`config.mk`:
```
export PLATFORM = sky130hd
export DESIGN_NAME = circular_byte_queue
export DESIGN_NICKNAME = d
export VERILOG_FILES = /design/src/rtl/cbq_pkg.sv /design/src/rtl/circular_byte_queue.sv
export SDC_FILE = /design/constraint.sdc
export NUM_CORES = 1
export LEC_CHECK = 0
export ABC_AREA = 1
export BUFFER_PORTS_ARGS = -buffer_cell sky130_fd_sc_hd__buf_4
export CAP_MARGIN = 20
export CORE_UTILIZATION = 62
export CTS_BUF_LIST = sky130_fd_sc_hd__clkbuf_8
export DETAILED_ROUTE_END_ITERATION = 8
export HOLD_SLACK_MARGIN = 0.15
export PLACE_DENSITY = 0.86
export SLEW_MARGIN = 20
export SYNTH_ARGS = -nofsm -noshare
export SYNTH_HDL_FRONTEND = slang
export SYNTH_SLANG_ARGS = --single-unit
export TNS_END_PERCENT = 20
```
`constraint.sdc`:
```
create_clock -name clock -period 12.42 [get_ports clock]
set_clock_uncertainty 0.2 [all_clocks]
set_input_delay 0.621 -clock clock [delete_from_list [all_inputs] [get_ports clock]]
set_output_delay 0.621 -clock clock [all_outputs]
set_load 0.1 [all_outputs]
```
`src/rtl/cbq_pkg.sv`:
```
// cbq_pkg: types and constants shared by the circular byte queue and its checker
// no dependencies

package cbq_pkg;

   localparam int IDX_W  = 10;
   localparam int SIZE_W = 11;
   localparam int LEN_W  = 10;

   typedef enum logic [1:0] {
      CMD_WRITE   = 2'd0,
      CMD_READ    = 2'd1,
      CMD_RESERVE = 2'd2,
      CMD_CLEAR   = 2'd3
   } cmd_type;

   typedef enum logic [1:0] {
      ST_OK      = 2'd0,
      ST_NO_ROOM = 2'd1,
      ST_NO_DATA = 2'd2,
      ST_BAD_LEN = 2'd3
   } status_type;

   typedef struct packed {
      cmd_type           cmd;
      logic [7:0]        data_byte;
      logic [LEN_W-1:0]  run_length;
      logic              first_of_run;
   } req_type;

   typedef struct packed {
      status_type        status;
      logic [IDX_W-1:0]  seg0_offset;
      logic [LEN_W-1:0]  seg0_length;
      logic [LEN_W-1:0]  seg1_length;
      logic [IDX_W-1:0]  fill_count;
      logic [IDX_W-1:0]  free_room;
      logic              is_empty;
      logic              is_full;
   } rsp_type;

endpackage

```
`src/rtl/circular_byte_queue.sv`:
```
// circular_byte_queue: byte ring buffer with head/tail indices, one slot kept empty
// depends on cbq_pkg
//
// One command is taken per clock whenever busy is low (busy is high during
// reset and in the cycle after it). Each command gives exactly one response,
// strobed by rsp_valid from the result register that follows the input
// register; the response cannot be held off. The path holds one input register
// and one result register around the index compare/advance logic, with the byte
// store written in the same cycle as the result register. The ring uses size_ff
// slots, clamped to 2..min(DEPTH,1024); writing csr_wdata sets the size and
// clears both indices and any open write run. The byte store needs no clearing pass.

module circular_byte_queue #(
   parameter int DEPTH = 1024
) (
   input  logic                                   clock,
   input  logic                                   reset,
   input  logic                                   start,
   output logic                                   busy,
   input  cbq_pkg::req_type                       req_item,
   output logic                                   rsp_valid,
   output cbq_pkg::rsp_type                       rsp_item,
   input  logic                                   csr_we,
   input  logic [cbq_pkg::SIZE_W-1:0]             csr_wdata
);
   import cbq_pkg::*;

   localparam int MAX_SIZE = (DEPTH < 1024) ? DEPTH : 1024;
   localparam int AW       = (DEPTH > 1) ? $clog2(DEPTH) : 1;

   logic                 busy_ff;
   logic                 vld_ff;
   req_type              req_ff;
   logic                 rsp_valid_ff;
   rsp_type              rsp_ff, rsp_in;
   logic [SIZE_W-1:0]    size_ff;
   logic [IDX_W-1:0]     head_ff, head_in;
   logic [IDX_W-1:0]     tail_ff, tail_in;
   logic [LEN_W-1:0]     run_left_ff, run_left_in;
   logic [7:0]           store_mem [DEPTH];
   logic                 wr_en;
   logic [AW-1:0]        wr_addr;

   logic [SIZE_W-1:0]    cnt, room, len, to_end;
   logic [SIZE_W-1:0]    t_inc, t_adv, h_adv;
   logic [SIZE_W-1:0]    cnt_post, room_post;

   function automatic logic [SIZE_W-1:0] held(input logic [IDX_W-1:0] h,
                                               input logic [IDX_W-1:0] t,
                                               input logic [SIZE_W-1:0] s);
      if (t >= h) begin
         return {1'b0, t} - {1'b0, h};
      end
      return s - {1'b0, h} + {1'b0, t};
   endfunction

   function automatic logic [SIZE_W-1:0] clamp_size(input logic [SIZE_W-1:0] v);
      if (v < SIZE_W'(2)) begin
         return SIZE_W'(2);
      end
      if (v > SIZE_W'(MAX_SIZE)) begin
         return SIZE_W'(MAX_SIZE);
      end
      return v;
   endfunction

   assign busy      = busy_ff;
   assign rsp_valid = rsp_valid_ff;
   assign rsp_item  = rsp_ff;
   assign wr_addr   = AW'(tail_ff);

   always_comb begin
      cnt    = held(head_ff, tail_ff, size_ff);
      room   = size_ff - SIZE_W'(1) - cnt;
      len    = {1'b0, req_ff.run_length};
      to_end = size_ff - {1'b0, head_ff};
      t_inc  = {1'b0, tail_ff} + SIZE_W'(1);
      if (t_inc == size_ff) begin
         t_inc = '0;
      end
      t_adv = {1'b0, tail_ff} + len;
      if (t_adv >= size_ff) begin
         t_adv = t_adv - size_ff;
      end
      h_adv = {1'b0, head_ff} + len;
      if (h_adv >= size_ff) begin
         h_adv = h_adv - size_ff;
      end

      head_in     = head_ff;
      tail_in     = tail_ff;
      run_left_in = run_left_ff;
      wr_en       = 1'b0;
      rsp_in      = '0;
      rsp_in.status = ST_OK;

      case (req_ff.cmd)
         CMD_WRITE: begin
            if (req_ff.first_of_run) begin
               run_left_in = '0;
               if (len == '0) begin
                  rsp_in.status = ST_BAD_LEN;
               end else if (len > room) begin
                  rsp_in.status = ST_NO_ROOM;
               end else begin
                  wr_en       = 1'b1;
                  run_left_in = req_ff.run_length - LEN_W'(1);
               end
            end else if (run_left_ff == '0) begin
               rsp_in.status = ST_BAD_LEN;
            end else if (room == '0) begin
               rsp_in.status = ST_NO_ROOM;
               run_left_in   = '0;
            end else begin
               wr_en       = 1'b1;
               run_left_in = run_left_ff - LEN_W'(1);
            end
            if (wr_en) begin
               tail_in = t_inc[IDX_W-1:0];
            end
         end
         CMD_READ: begin
            if (len == '0) begin
               rsp_in.status = ST_BAD_LEN;
            end else if (len > cnt) begin
               rsp_in.status = ST_NO_DATA;
            end else begin
               rsp_in.seg0_offset = head_ff;
               if (len <= to_end) begin
                  rsp_in.seg0_length = req_ff.run_length;
               end else begin
                  rsp_in.seg0_length = to_end[LEN_W-1:0];
                  rsp_in.seg1_length = LEN_W'(len - to_end);
               end
               head_in = h_adv[IDX_W-1:0];
            end
         end
         CMD_RESERVE: begin
            if (len == '0) begin
               rsp_in.status = ST_BAD_LEN;
            end else if (len > room) begin
               rsp_in.status = ST_NO_ROOM;
            end else begin
               tail_in = t_adv[IDX_W-1:0];
            end
         end
         default: begin
            head_in     = '0;
            tail_in     = '0;
            run_left_in = '0;
         end
      endcase

      cnt_post          = held(head_in, tail_in, size_ff);
      room_post         = size_ff - SIZE_W'(1) - cnt_post;
      rsp_in.fill_count = cnt_post[IDX_W-1:0];
      rsp_in.free_room  = room_post[IDX_W-1:0];
      rsp_in.is_empty   = (head_in == tail_in);
      rsp_in.is_full    = (room_post == '0);
   end

   // input register
   always_ff @(posedge clock) begin
      if (reset) begin
         busy_ff <= 1'b1;
         vld_ff  <= 1'b0;
      end else begin
         busy_ff <= 1'b0;
         vld_ff  <= start && !busy_ff;
      end
   end

   always_ff @(posedge clock) begin
      if (start && !busy_ff) begin
         req_ff <= req_item;
      end
   end

   // ring state and result register
   always_ff @(posedge clock) begin
      if (reset) begin
         size_ff      <= clamp_size(SIZE_W'(1024));
         head_ff      <= '0;
         tail_ff      <= '0;
         run_left_ff  <= '0;
         rsp_valid_ff <= 1'b0;
      end else begin
         rsp_valid_ff <= vld_ff;
         if (csr_we) begin
            size_ff     <= clamp_size(csr_wdata);
            head_ff     <= '0;
            tail_ff     <= '0;
            run_left_ff <= '0;
         end else if (vld_ff) begin
            head_ff     <= head_in;
            tail_ff     <= tail_in;
            run_left_ff <= run_left_in;
         end
      end
   end

   always_ff @(posedge clock) begin
      if (vld_ff) begin
         rsp_ff <= rsp_in;
      end
   end

   // byte store
   always_ff @(posedge clock) begin
      if (vld_ff && wr_en && !csr_we) begin
         store_mem[wr_addr] <= req_ff.data_byte;
      end
   end

endmodule

```
Yosys cells after proc, flatten, opt, wreduce, memory -nomap -nowiden
Cells that the tools add are included.

Flip-flop bits (word level): 111. Logic and storage cells: 113.

Eq/ne operators: 5. Mux-type cells: 49. Reduce and logical (&&, ||, !) cells: 13. Magnitude comparators: 9. Add/subtract/negate cells: 17. Bitwise logic cells: 2.

Operators by type and width (count): 10-bit two-way mux (14); 11-bit two-way mux (8); 10-bit case mux with 2 select lines (2); 10-bit case mux with 3 select lines (1); 10-bit subtractor (3); 10-bit by 10-bit adder with 11-bit output (2); 11-bit by 10-bit adder with 11-bit output (2); 11-bit >= comparator (2); 10-bit by 11-bit > comparator with 1-bit output (2); 11-bit zero test (2); 10-bit by 10-bit subtractor with 11-bit output (2); 11-bit by 10-bit subtractor with 11-bit output (2); 11-bit subtractor (2); 10-bit >= comparator (2); 10-bit zero test (2); 10-bit by 1-bit subtractor with 10-bit output, second input constant (2); 1-bit two-way mux (18); 10-bit by 1-bit adder with 11-bit output, second input constant (1); 11-bit == test (1); 11-bit > comparator, second input constant (1); 10-bit by 11-bit less-or-equal comparator with 1-bit output (1); 11-bit by 2-bit less-than comparator with 1-bit output, second input constant (1); 11-bit by 1-bit subtractor with 11-bit output, second input constant (1); 10-bit == test (1); other kinds (13) (20).

Depth between registers and ports, before layout
Gate-level depths: netlist (run 1).

Depth in word-level cells: 16. Depth in mapped cells: 72. Depth with buffers taken out: 72.

Worst setup path after synthesis (run 1)
Ideal clock, no wire load.

Path kind: reg2reg. Start point: register size_ff[0]. End point: register rsp_ff (netlist bit rsp_item[0]) (data pin). Setup time: 0.138 ns. Arrival time: 8.756 ns. Path slack: 3.326 ns. Clock period less this slack: 9.094 ns. Path buffers: 2. Stages on the path, launching flop included: 64. Cell sequence: dfxtp_1 > inv_1 > ha_1 > inv_1 > fa_1 > a31o_2 > xor2_1 > inv_1 > ha_1 > nand2_1 > inv_1 > nand2_1 > nand3_1 > nand2_1 > nand2_1 > nand3_1 > nand2_2 > ha_1 > [28 not listed] > nor2_1 > o21ai_0 > nand2_1 > a21oi_1 > nand2_1 > clkbuf_1 > nand2_1 > o21ai_0 > fa_1 > a21oi_1 > nor2_1 > nor2_1 > o21ai_0 > xor2_1 > or3b_2 > nor4_1 > nand3b_1 > nor2_1.

RTL lines: start: declaration (RTL line circular_byte_queue.sv:36) `logic [SIZE_W-1:0] size_ff;`; start signal: assignment (RTL line circular_byte_queue.sv:182) `size_ff <= clamp_size(SIZE_W'(1024));`; start signal: assignment (RTL line circular_byte_queue.sv:190) `size_ff <= clamp_size(csr_wdata);`; end signal: assignment (RTL line circular_byte_queue.sv:204) `rsp_ff <= rsp_in;`; end: declaration (RTL line circular_byte_queue.sv:35) `rsp_type rsp_ff, rsp_in;`.

==> results of run 1 <==
worst min-delay path by stage:
stage | endpoint | slack, ns | cells after the start
global placement | vld_ff | 0.22 | 1
finish | len[0] | 0.19 | 1
floorplan | run_left_ff[0] | 0.25 | 2
detailed placement | vld_ff | 0.24 | 1
global route | len[1] | 0.18 | 1
CTS | len[0] | 0.18 | 1
per-layer routing:
layer	GRT usage	vias up	share of wire
met4	0.184	0	0.055
li1	-	5847	-
met1	0.463	5472	0.40
met5	0	-	0
met3	0.0577	124	0.083
met2	0.599	565	0.46
cell usage in the layout, fill, tap and decap left out, types with 2 or more instances in the layout:
cell                         n
sky130_fd_sc_hd__xnor2_1    24
sky130_fd_sc_hd__nand3b_1    5
sky130_fd_sc_hd__a21oi_2    18
sky130_fd_sc_hd__nand3_1   115
sky130_fd_sc_hd__nand3_2     3
sky130_fd_sc_hd__nand3_4     2
sky130_fd_sc_hd__inv_6       3
sky130_fd_sc_hd__buf_4      88
sky130_fd_sc_hd__nand2_4     3
sky130_fd_sc_hd__nand2_2    33
sky130_fd_sc_hd__dfxtp_1    42
sky130_fd_sc_hd__a31oi_1     8
sky130_fd_sc_hd__a21o_1      3
sky130_fd_sc_hd__o21ai_0    89
sky130_fd_sc_hd__nor2_2      5
sky130_fd_sc_hd__xor2_1     84
sky130_fd_sc_hd__clkbuf_8    9
sky130_fd_sc_hd__o31ai_1     3
sky130_fd_sc_hd__a221oi_1    2
sky130_fd_sc_hd__a21oi_1   136
sky130_fd_sc_hd__nor3_1     18
sky130_fd_sc_hd__o211ai_1    3
sky130_fd_sc_hd__edfxtp_1   67
sky130_fd_sc_hd__nand4_1    21
sky130_fd_sc_hd__or2_2       6
sky130_fd_sc_hd__clkinv_8    2
sky130_fd_sc_hd__nor3b_1     4
sky130_fd_sc_hd__o21bai_1   18
sky130_fd_sc_hd__clkinv_1    3
sky130_fd_sc_hd__nor3_2      2
sky130_fd_sc_hd__fa_1       21
sky130_fd_sc_hd__o22ai_1    11
sky130_fd_sc_hd__nand2_1   397
sky130_fd_sc_hd__nor4_1      8
sky130_fd_sc_hd__inv_1     254
sky130_fd_sc_hd__inv_2       4
sky130_fd_sc_hd__nor2_1    121
sky130_fd_sc_hd__ha_1      150
per-stage QoR:
step | std cells | utilization | setup WS [ns] | cell area (sq um)
2_1_floorplan | 1727 | - | 3.33 | 12300
3_3_place_gp | 2049 | 0.674 | 1.42 | 13100
3_5_place_dp | 2049 | 0.675 | 1.16 | 13100
4_1_cts | 2065 | 0.685 | 1.09 | 13300
5_1_grt | 2065 | 0.685 | 0.0921 | 13300
6_report | 2066 | 0.685 | 1.12 | 13300
Yosys cell counts, drive strengths merged:
master,count
o2111ai,1
xnor2,24
o211a,1
a221oi,2
a31o,1
mux2,1
a211oi,1
a31oi,8
nor3,20
a21boi,1
or2,6
o21bai,18
inv,258
dfxtp,44
ha,150
a21o,3
nor3b,4
o311ai,1
edfxtp,67
a21oi,154
nor2,127
o21ai,89
fa,21
or3b,1
nor4,8
o22ai,11
nand3,120
clkinv,3
nand2,433
o211ai,3
nand3b,5
and2,1
clkbuf,15
xor2,84
buf,16
nand4,21
o31ai,4
sequential cells by signal, summed over array words and instances, names as in the netlist:
register and count:
busy 1, head_ff 10, len 10, req_ff 3, rsp_item 54, rsp_valid 1, run_left_ff 10, size_ff 11
tail_ff 10, vld_ff 1
where the power goes:
group	switching, mW	internal, mW
Combinational	1.22	0.602
Sequential	0.0250	0.489
Clock	0.145	0.0787
Total	1.39	1.17
worst max-delay path: cells and delay by family (launching register included):
kind | cells | cell delay (ns)
buffers and inverters | 6 | 0.93
AO/OA/AOI/OAI | 14 | 2.13
AND/OR/NAND/NOR | 34 | 4.68
adder cells (fa/ha/maj) | 7 | 2.28
flip-flops | 1 | 0.45
XOR/XNOR | 2 | 0.50
layout make-up:
type                       count  share of cell area
multi-input combinational   1324               0.619
sequential                   111               0.218
inverter                     261              0.0737
timing repair buffer          88              0.0497
tap                          265              0.0250
clock buffer                   9             0.00932
clock inverter                 7             0.00546
antenna                        1            0.000188
cells by family (layout without fill, tap and decap cells):
group,after synthesis,after routing,synth area share
flip-flops,111,111,0.236
buffers and inverters,292,365,0.0945
XOR/XNOR,108,108,0.0771
AO/OA/AOI/OAI,298,298,0.137
AND/OR/NAND/NOR,746,746,0.267
other,0,1,0
adder cells (fa/ha/maj),171,171,0.187
multiplexers,1,1,0.000918
repair_timing:
action	4_1_cts	5_1_grt
endpoints found under the setup margin	0	1
hold buffers	0	0
resized for setup	0	1
==> parameters.txt, run 1 <==
Parameter                              Value

Routing
  Drt total wl    36.8 mm
  Remaining number of nets flagged by the antenna check after routing    0
  Per-cell routed wire length    17.8 um
  Via density per instance    5.81
  Number of vias in the routed layout    12,000
  Iter 0 DRT Violations    1,082
  Total iterations of the first detailed-routing run    6
  Number of remaining DRC errors    0

Power and ir drop
  Power per standard cell area    193 mW/mm^2
  Static leakage    6.73 nW
  Power, Total    2.56 mW
  VDD IR-drop max    0.333 mV

Worst setup path
  Worst endpoint required time    12.49 ns
  Critical Path Sink    rsp_item[0]
  Kind of launch point of the worst setup path    flip-flop
  Max FO, Critical Path    22
  Critical-path top delay cell    sky130_fd_sc_hd__or3b_2
  Largest incremental delay on the critical path    0.48 ns
  Nature of the critical path endpoint    flip-flop
  Critical path origin    head_ff[1]
  CP arrival    11.37 ns
  Type of the worst setup path    reg2reg
  Worst setup slack for register-to-register paths    1.12 ns
  Critical R2R Capture    rsp_item[0]
  Depth of the most critical reg-to-reg path    63
  Crit path top cell by count    sky130_fd_sc_hd__nand2_1
  Worst reg2reg path startpoint    head_ff[1]

STA
  RSZ-0062 raised after global routing    no
  Final number of hold-violating endpoints    0
  Total count of max-transition violations in the final report    0
  Number of setup violations in the final report    0
  Worst-Margin Slew    0.950 ns
  WHS    0.189 ns
  Post-layout minimum cycle time    11.30 ns
  Max transition margin    0.366
  Max frequency    88.5 MHz
  Share of the clock period used by the worst path    0.910
  Total negative setup slack    0 ns

Global route
  Number of antenna violations at the first check in global routing    0
  Vias in the first global route    10,700
  Pin count of the biggest net entering global routing    71
  All-Layer GR Usage    0.364
  Aggregate global routing overflow    0
  Wire length of the first global-routing pass    56.4 mm

Clock network
  Setup fix buffers added after clock tree synthesis    0
  Number of H-tree levels    3
  Clock tree from TritonCTS    done
  CTS clk-pin slew, worst paths    0.12 ns
  Worst-Skew Late Latency    0.40 ns
  Library cell used as clock root buffer    sky130_fd_sc_hd__clkbuf_8
  Buffers from clock root to sink, at most    2
  CTS sink cnt    111
  Inserted Clock Buffers    9

Floorplanning
  Initial Util    0.632
  Die X-Extent    143 um
  Floorplan die height    143 um
  Core box area    0.0194 sq mm
  Area enclosed by the die boundary    0.0203 sq mm
  Num rows    51
  Top-level port count    92

Status
  Status    finished clean

Logic synthesis
  Post-Synthesis Net Count    1,934
  Largest cells by area after synthesis    sky130_fd_sc_hd__edfxtp_1 (16%), sky130_fd_sc_hd__ha_1 (15%), sky130_fd_sc_hd__nand2_1 (12%)
  Post-synthesis cell type with the largest combined area    sky130_fd_sc_hd__edfxtp_1
  Synth warnings    0
  Share of synthesized area occupied by flip-flops and latches    0.236
  Post-synth design cell area    0.0123 sq mm
  Seq cells post-synth    111
  Library cells used by synthesis    50
  Mean Syn Cell Area    7.10 sq um
  Share of the synthesized area in the top cell type    0.164
  Gate count of the mapped netlist    1,727

Placement
  I/O Buffers    83
  Sum of net half-perimeters after detailed placement    28.8 mm
  Last weighted congestion value of the routability-driven placer    1.03

Layout
  Area occupied by multi-input gates    0.00822 sq mm
  Layout overhead on the synthesized area    8.38%
  Number of inserted filler cells in the final layout    1,732
  Storage element area    0.00290 sq mm
  Fraction of final layout cells sized beyond drive strength 1    0.104
  Post-layout net count    2,002

Hold path
  Worst hold path class    in2reg
  HP Start    req_item[1]

Flow run
  Maxcap violations    0
Note: power is estimated with default switching activity, not from simulation.
==> inputs of run 2 (changes only) <==
- RECOVER_POWER: default -> 100
==> parameters.txt, run 2 (same netlist as run 1, synthesis figures left out) <==
Parameter                              Value

Worst setup path
  Worst endpoint required time    12.49 ns (about the same)
  Type of the worst setup path    reg2reg (unchanged)
  Critical-path top delay cell    sky130_fd_sc_hd__or3b_2 (unchanged)
  CP arrival    11.36 ns (was 11.37 ns)
  Kind of launch point of the worst setup path    flip-flop (unchanged)
  Nature of the critical path endpoint    flip-flop (unchanged)
  Max FO, Critical Path    22 (unchanged)
  Depth of the most critical reg-to-reg path    63 (unchanged)
  Crit path top cell by count    sky130_fd_sc_hd__nand2_1 (unchanged)
  Largest incremental delay on the critical path    0.48 ns (about the same)
  Worst setup slack for register-to-register paths    1.12 ns (about the same)

Placement
  Last weighted congestion value of the routability-driven placer    1.03 (unchanged)
  Sum of net half-perimeters after detailed placement    28.8 mm (unchanged)
  I/O Buffers    83 (unchanged)

Layout
  Most frequent cells in the layout    sky130_fd_sc_hd__nand2_1 (412), sky130_fd_sc_hd__inv_1 (254), sky130_fd_sc_hd__ha_1 (150) (was sky130_fd_sc_hd__nand2_1 (397), sky130_fd_sc_hd__inv_1 (254), sky130_fd_sc_hd__ha_1 (150))
  Number of antenna repair diodes    0 (was 1)
  Fraction of final layout cells sized beyond drive strength 1    0.0594 (was 0.104)
  Layout overhead on the synthesized area    6.02% (was 8.38%)
  Final core occ    0.670 (was 0.685)
  Number of flip-flops in the largest register    54 (unchanged)
  Most common cell after layout, fill and taps aside    sky130_fd_sc_hd__nand2_1 (unchanged)
  Post-layout net count    2,002 (unchanged)

Power and ir drop
  P_int    1.14 mW (was 1.17 mW)
  Switching power    1.39 mW (about the same)
  Clk pwr share    0.088 (was 0.087)
  Static leakage    6.49 nW (was 6.73 nW)
  Reg power frac    0.203 (was 0.200)
  Proportion of power drawn by combinational gates    0.709 (was 0.712)
  Power per standard cell area    195 mW/mm^2 (was 193 mW/mm^2)
  Power, Total    2.53 mW (was 2.56 mW)
  VDD IR-drop max    0.327 mV (was 0.333 mV)
  Switching power share of the total    0.548 (was 0.544)

Clock network
  Setup fix buffers added after clock tree synthesis    0 (unchanged)
  Inserted Clock Buffers    9 (unchanged)
  Number of H-tree levels    3 (unchanged)
  Clock tree from TritonCTS    done (unchanged)
  Count of cells resized by post-cts repair    0 (unchanged)
  Worst-Skew Late Latency    0.40 ns (about the same)
  Buffers from clock root to sink, at most    2 (unchanged)
  Number of buffers added to fix hold violations after cts    0 (unchanged)
  CTS clk-pin slew, worst paths    0.12 ns (about the same)
  CTS sink cnt    111 (unchanged)
  Library cell used as clock root buffer    sky130_fd_sc_hd__clkbuf_8 (unchanged)

Floorplanning
  Num rows    51 (unchanged)
  Floorplan die height    143 um (unchanged)
  Core box area    0.0194 sq mm (unchanged)
  Die X-Extent    143 um (unchanged)
  Top-level port count    92 (unchanged)
  Area enclosed by the die boundary    0.0203 sq mm (unchanged)
  Initial Util    0.632 (unchanged)

STA
  Share of the clock period used by the worst path    0.910 (about the same)
  Final number of hold-violating endpoints    0 (unchanged)
  Number of setup violations in the final report    0 (unchanged)
  WHS    0.212 ns (was 0.189 ns)
  Worst-Margin Slew    3.55 ns (was 0.950 ns)
  Max frequency    88.5 MHz (about the same)
  Total negative setup slack    0 ns (unchanged)
  Post-layout minimum cycle time    11.30 ns (about the same)
  Total count of max-transition violations in the final report    94 (was 0)
  Max transition margin    -1.37 (was 0.366)
  RSZ-0062 raised after global routing    no (unchanged)

Routing
  Iter 0 DRT Violations    1,074 (was 1,082)
  Via density per instance    5.82 (was 5.81)
  Number of vias in the routed layout    12,000 (about the same)
  Drt total wl    36.8 mm (about the same)
  Per-cell routed wire length    17.8 um (about the same)
  Number of remaining DRC errors    0 (unchanged)
  Remaining number of nets flagged by the antenna check after routing    0 (unchanged)
  Total iterations of the first detailed-routing run    7 (was 6)

Global route
  Aggregate global routing overflow    0 (unchanged)
  Wire length of the first global-routing pass    56.4 mm (unchanged)
  All-Layer GR Usage    0.364 (unchanged)
  Pin count of the biggest net entering global routing    71 (unchanged)
  Vias in the first global route    10,700 (unchanged)
  Number of antenna violations at the first check in global routing    0 (unchanged)

Status
  Status    complete, but fails checks (was finished clean)
  Violations in the final reports    capacitance limit, slew limit

Flow run
  Maxcap violations    2 (was 0)

Hold path
  Worst hold path class    in2reg (unchanged)
  Instance count along the most critical hold path    1 (unchanged)
run 2: cell count changes in the layout (fill, tap and decap cells not counted), moves of 2 or more:
cell                       change
sky130_fd_sc_hd__nand2_1      +15
sky130_fd_sc_hd__nor2_1        +4
sky130_fd_sc_hd__a21oi_2       -2
sky130_fd_sc_hd__buf_4        -72
sky130_fd_sc_hd__a21oi_1       +2
sky130_fd_sc_hd__clkbuf_4     +14
sky130_fd_sc_hd__nor2_2        -3
sky130_fd_sc_hd__nand2_2      -14
sky130_fd_sc_hd__clkbuf_1     +58
run 2: through the flow:
stage          instances  area (sq um)  setup WS [ns]
4_1_cts             2065         13300           1.09
6_report            2065         13000           1.12
5_1_grt             2065         13000         0.0807
3_3_place_gp        2049         13100           1.42
3_5_place_dp        2049         13100           1.16
2_1_floorplan       1727         12300           3.33
run 2: final timing paths:
| kind | start | end |
|---|---|---|
| worst min-delay path | req_item[1] | len[0] |
| worst min register to register | busy | vld_ff |
| worst max register to register | head_ff[1] | rsp_item[0] |
| worst max-delay path | head_ff[1] | rsp_item[0] |
run 2: power by group through the flow:
stage / clock, mW / combinational (mW) / sequential (mW)
final: 0.223 / 1.80 / 0.513
after detailed placement: 0 / 1.79 / 0.521
after global routing: 0.237 / 2.00 / 0.516
after global placement: 0 / 1.73 / 0.520
after CTS: 0.227 / 1.80 / 0.513
after floorplan: 0 / 1.24 / 0.711
run 2: critical path, delay by kind of cell (launching register included):
family          cells  cell delay (ns)
flops               1             0.45
compound gates     14             2.12
fa+ha+maj           7             2.28
simple gates       34             4.68
xor+xnor            2             0.51
buf+inv             6             0.92
run 2: cell type report:
class | count | area [sq um]
clock buffer | 9 | 124
clock inverter | 7 | 72.6
fill | 1819 | 6400
inverter | 261 | 980
multi-input combinational | 1324 | 8160
sequential | 111 | 2890
tap | 265 | 332
timing repair buffer | 88 | 443
run 2: per-layer routing:
metal	routed length (um)	up-vias	GRT usage
met5	0	-	0
met4	1990	0	0.184
met3	3050	122	0.0577
met2	16900	527	0.599
met1	14900	5505	0.463
li1	-	5855	-
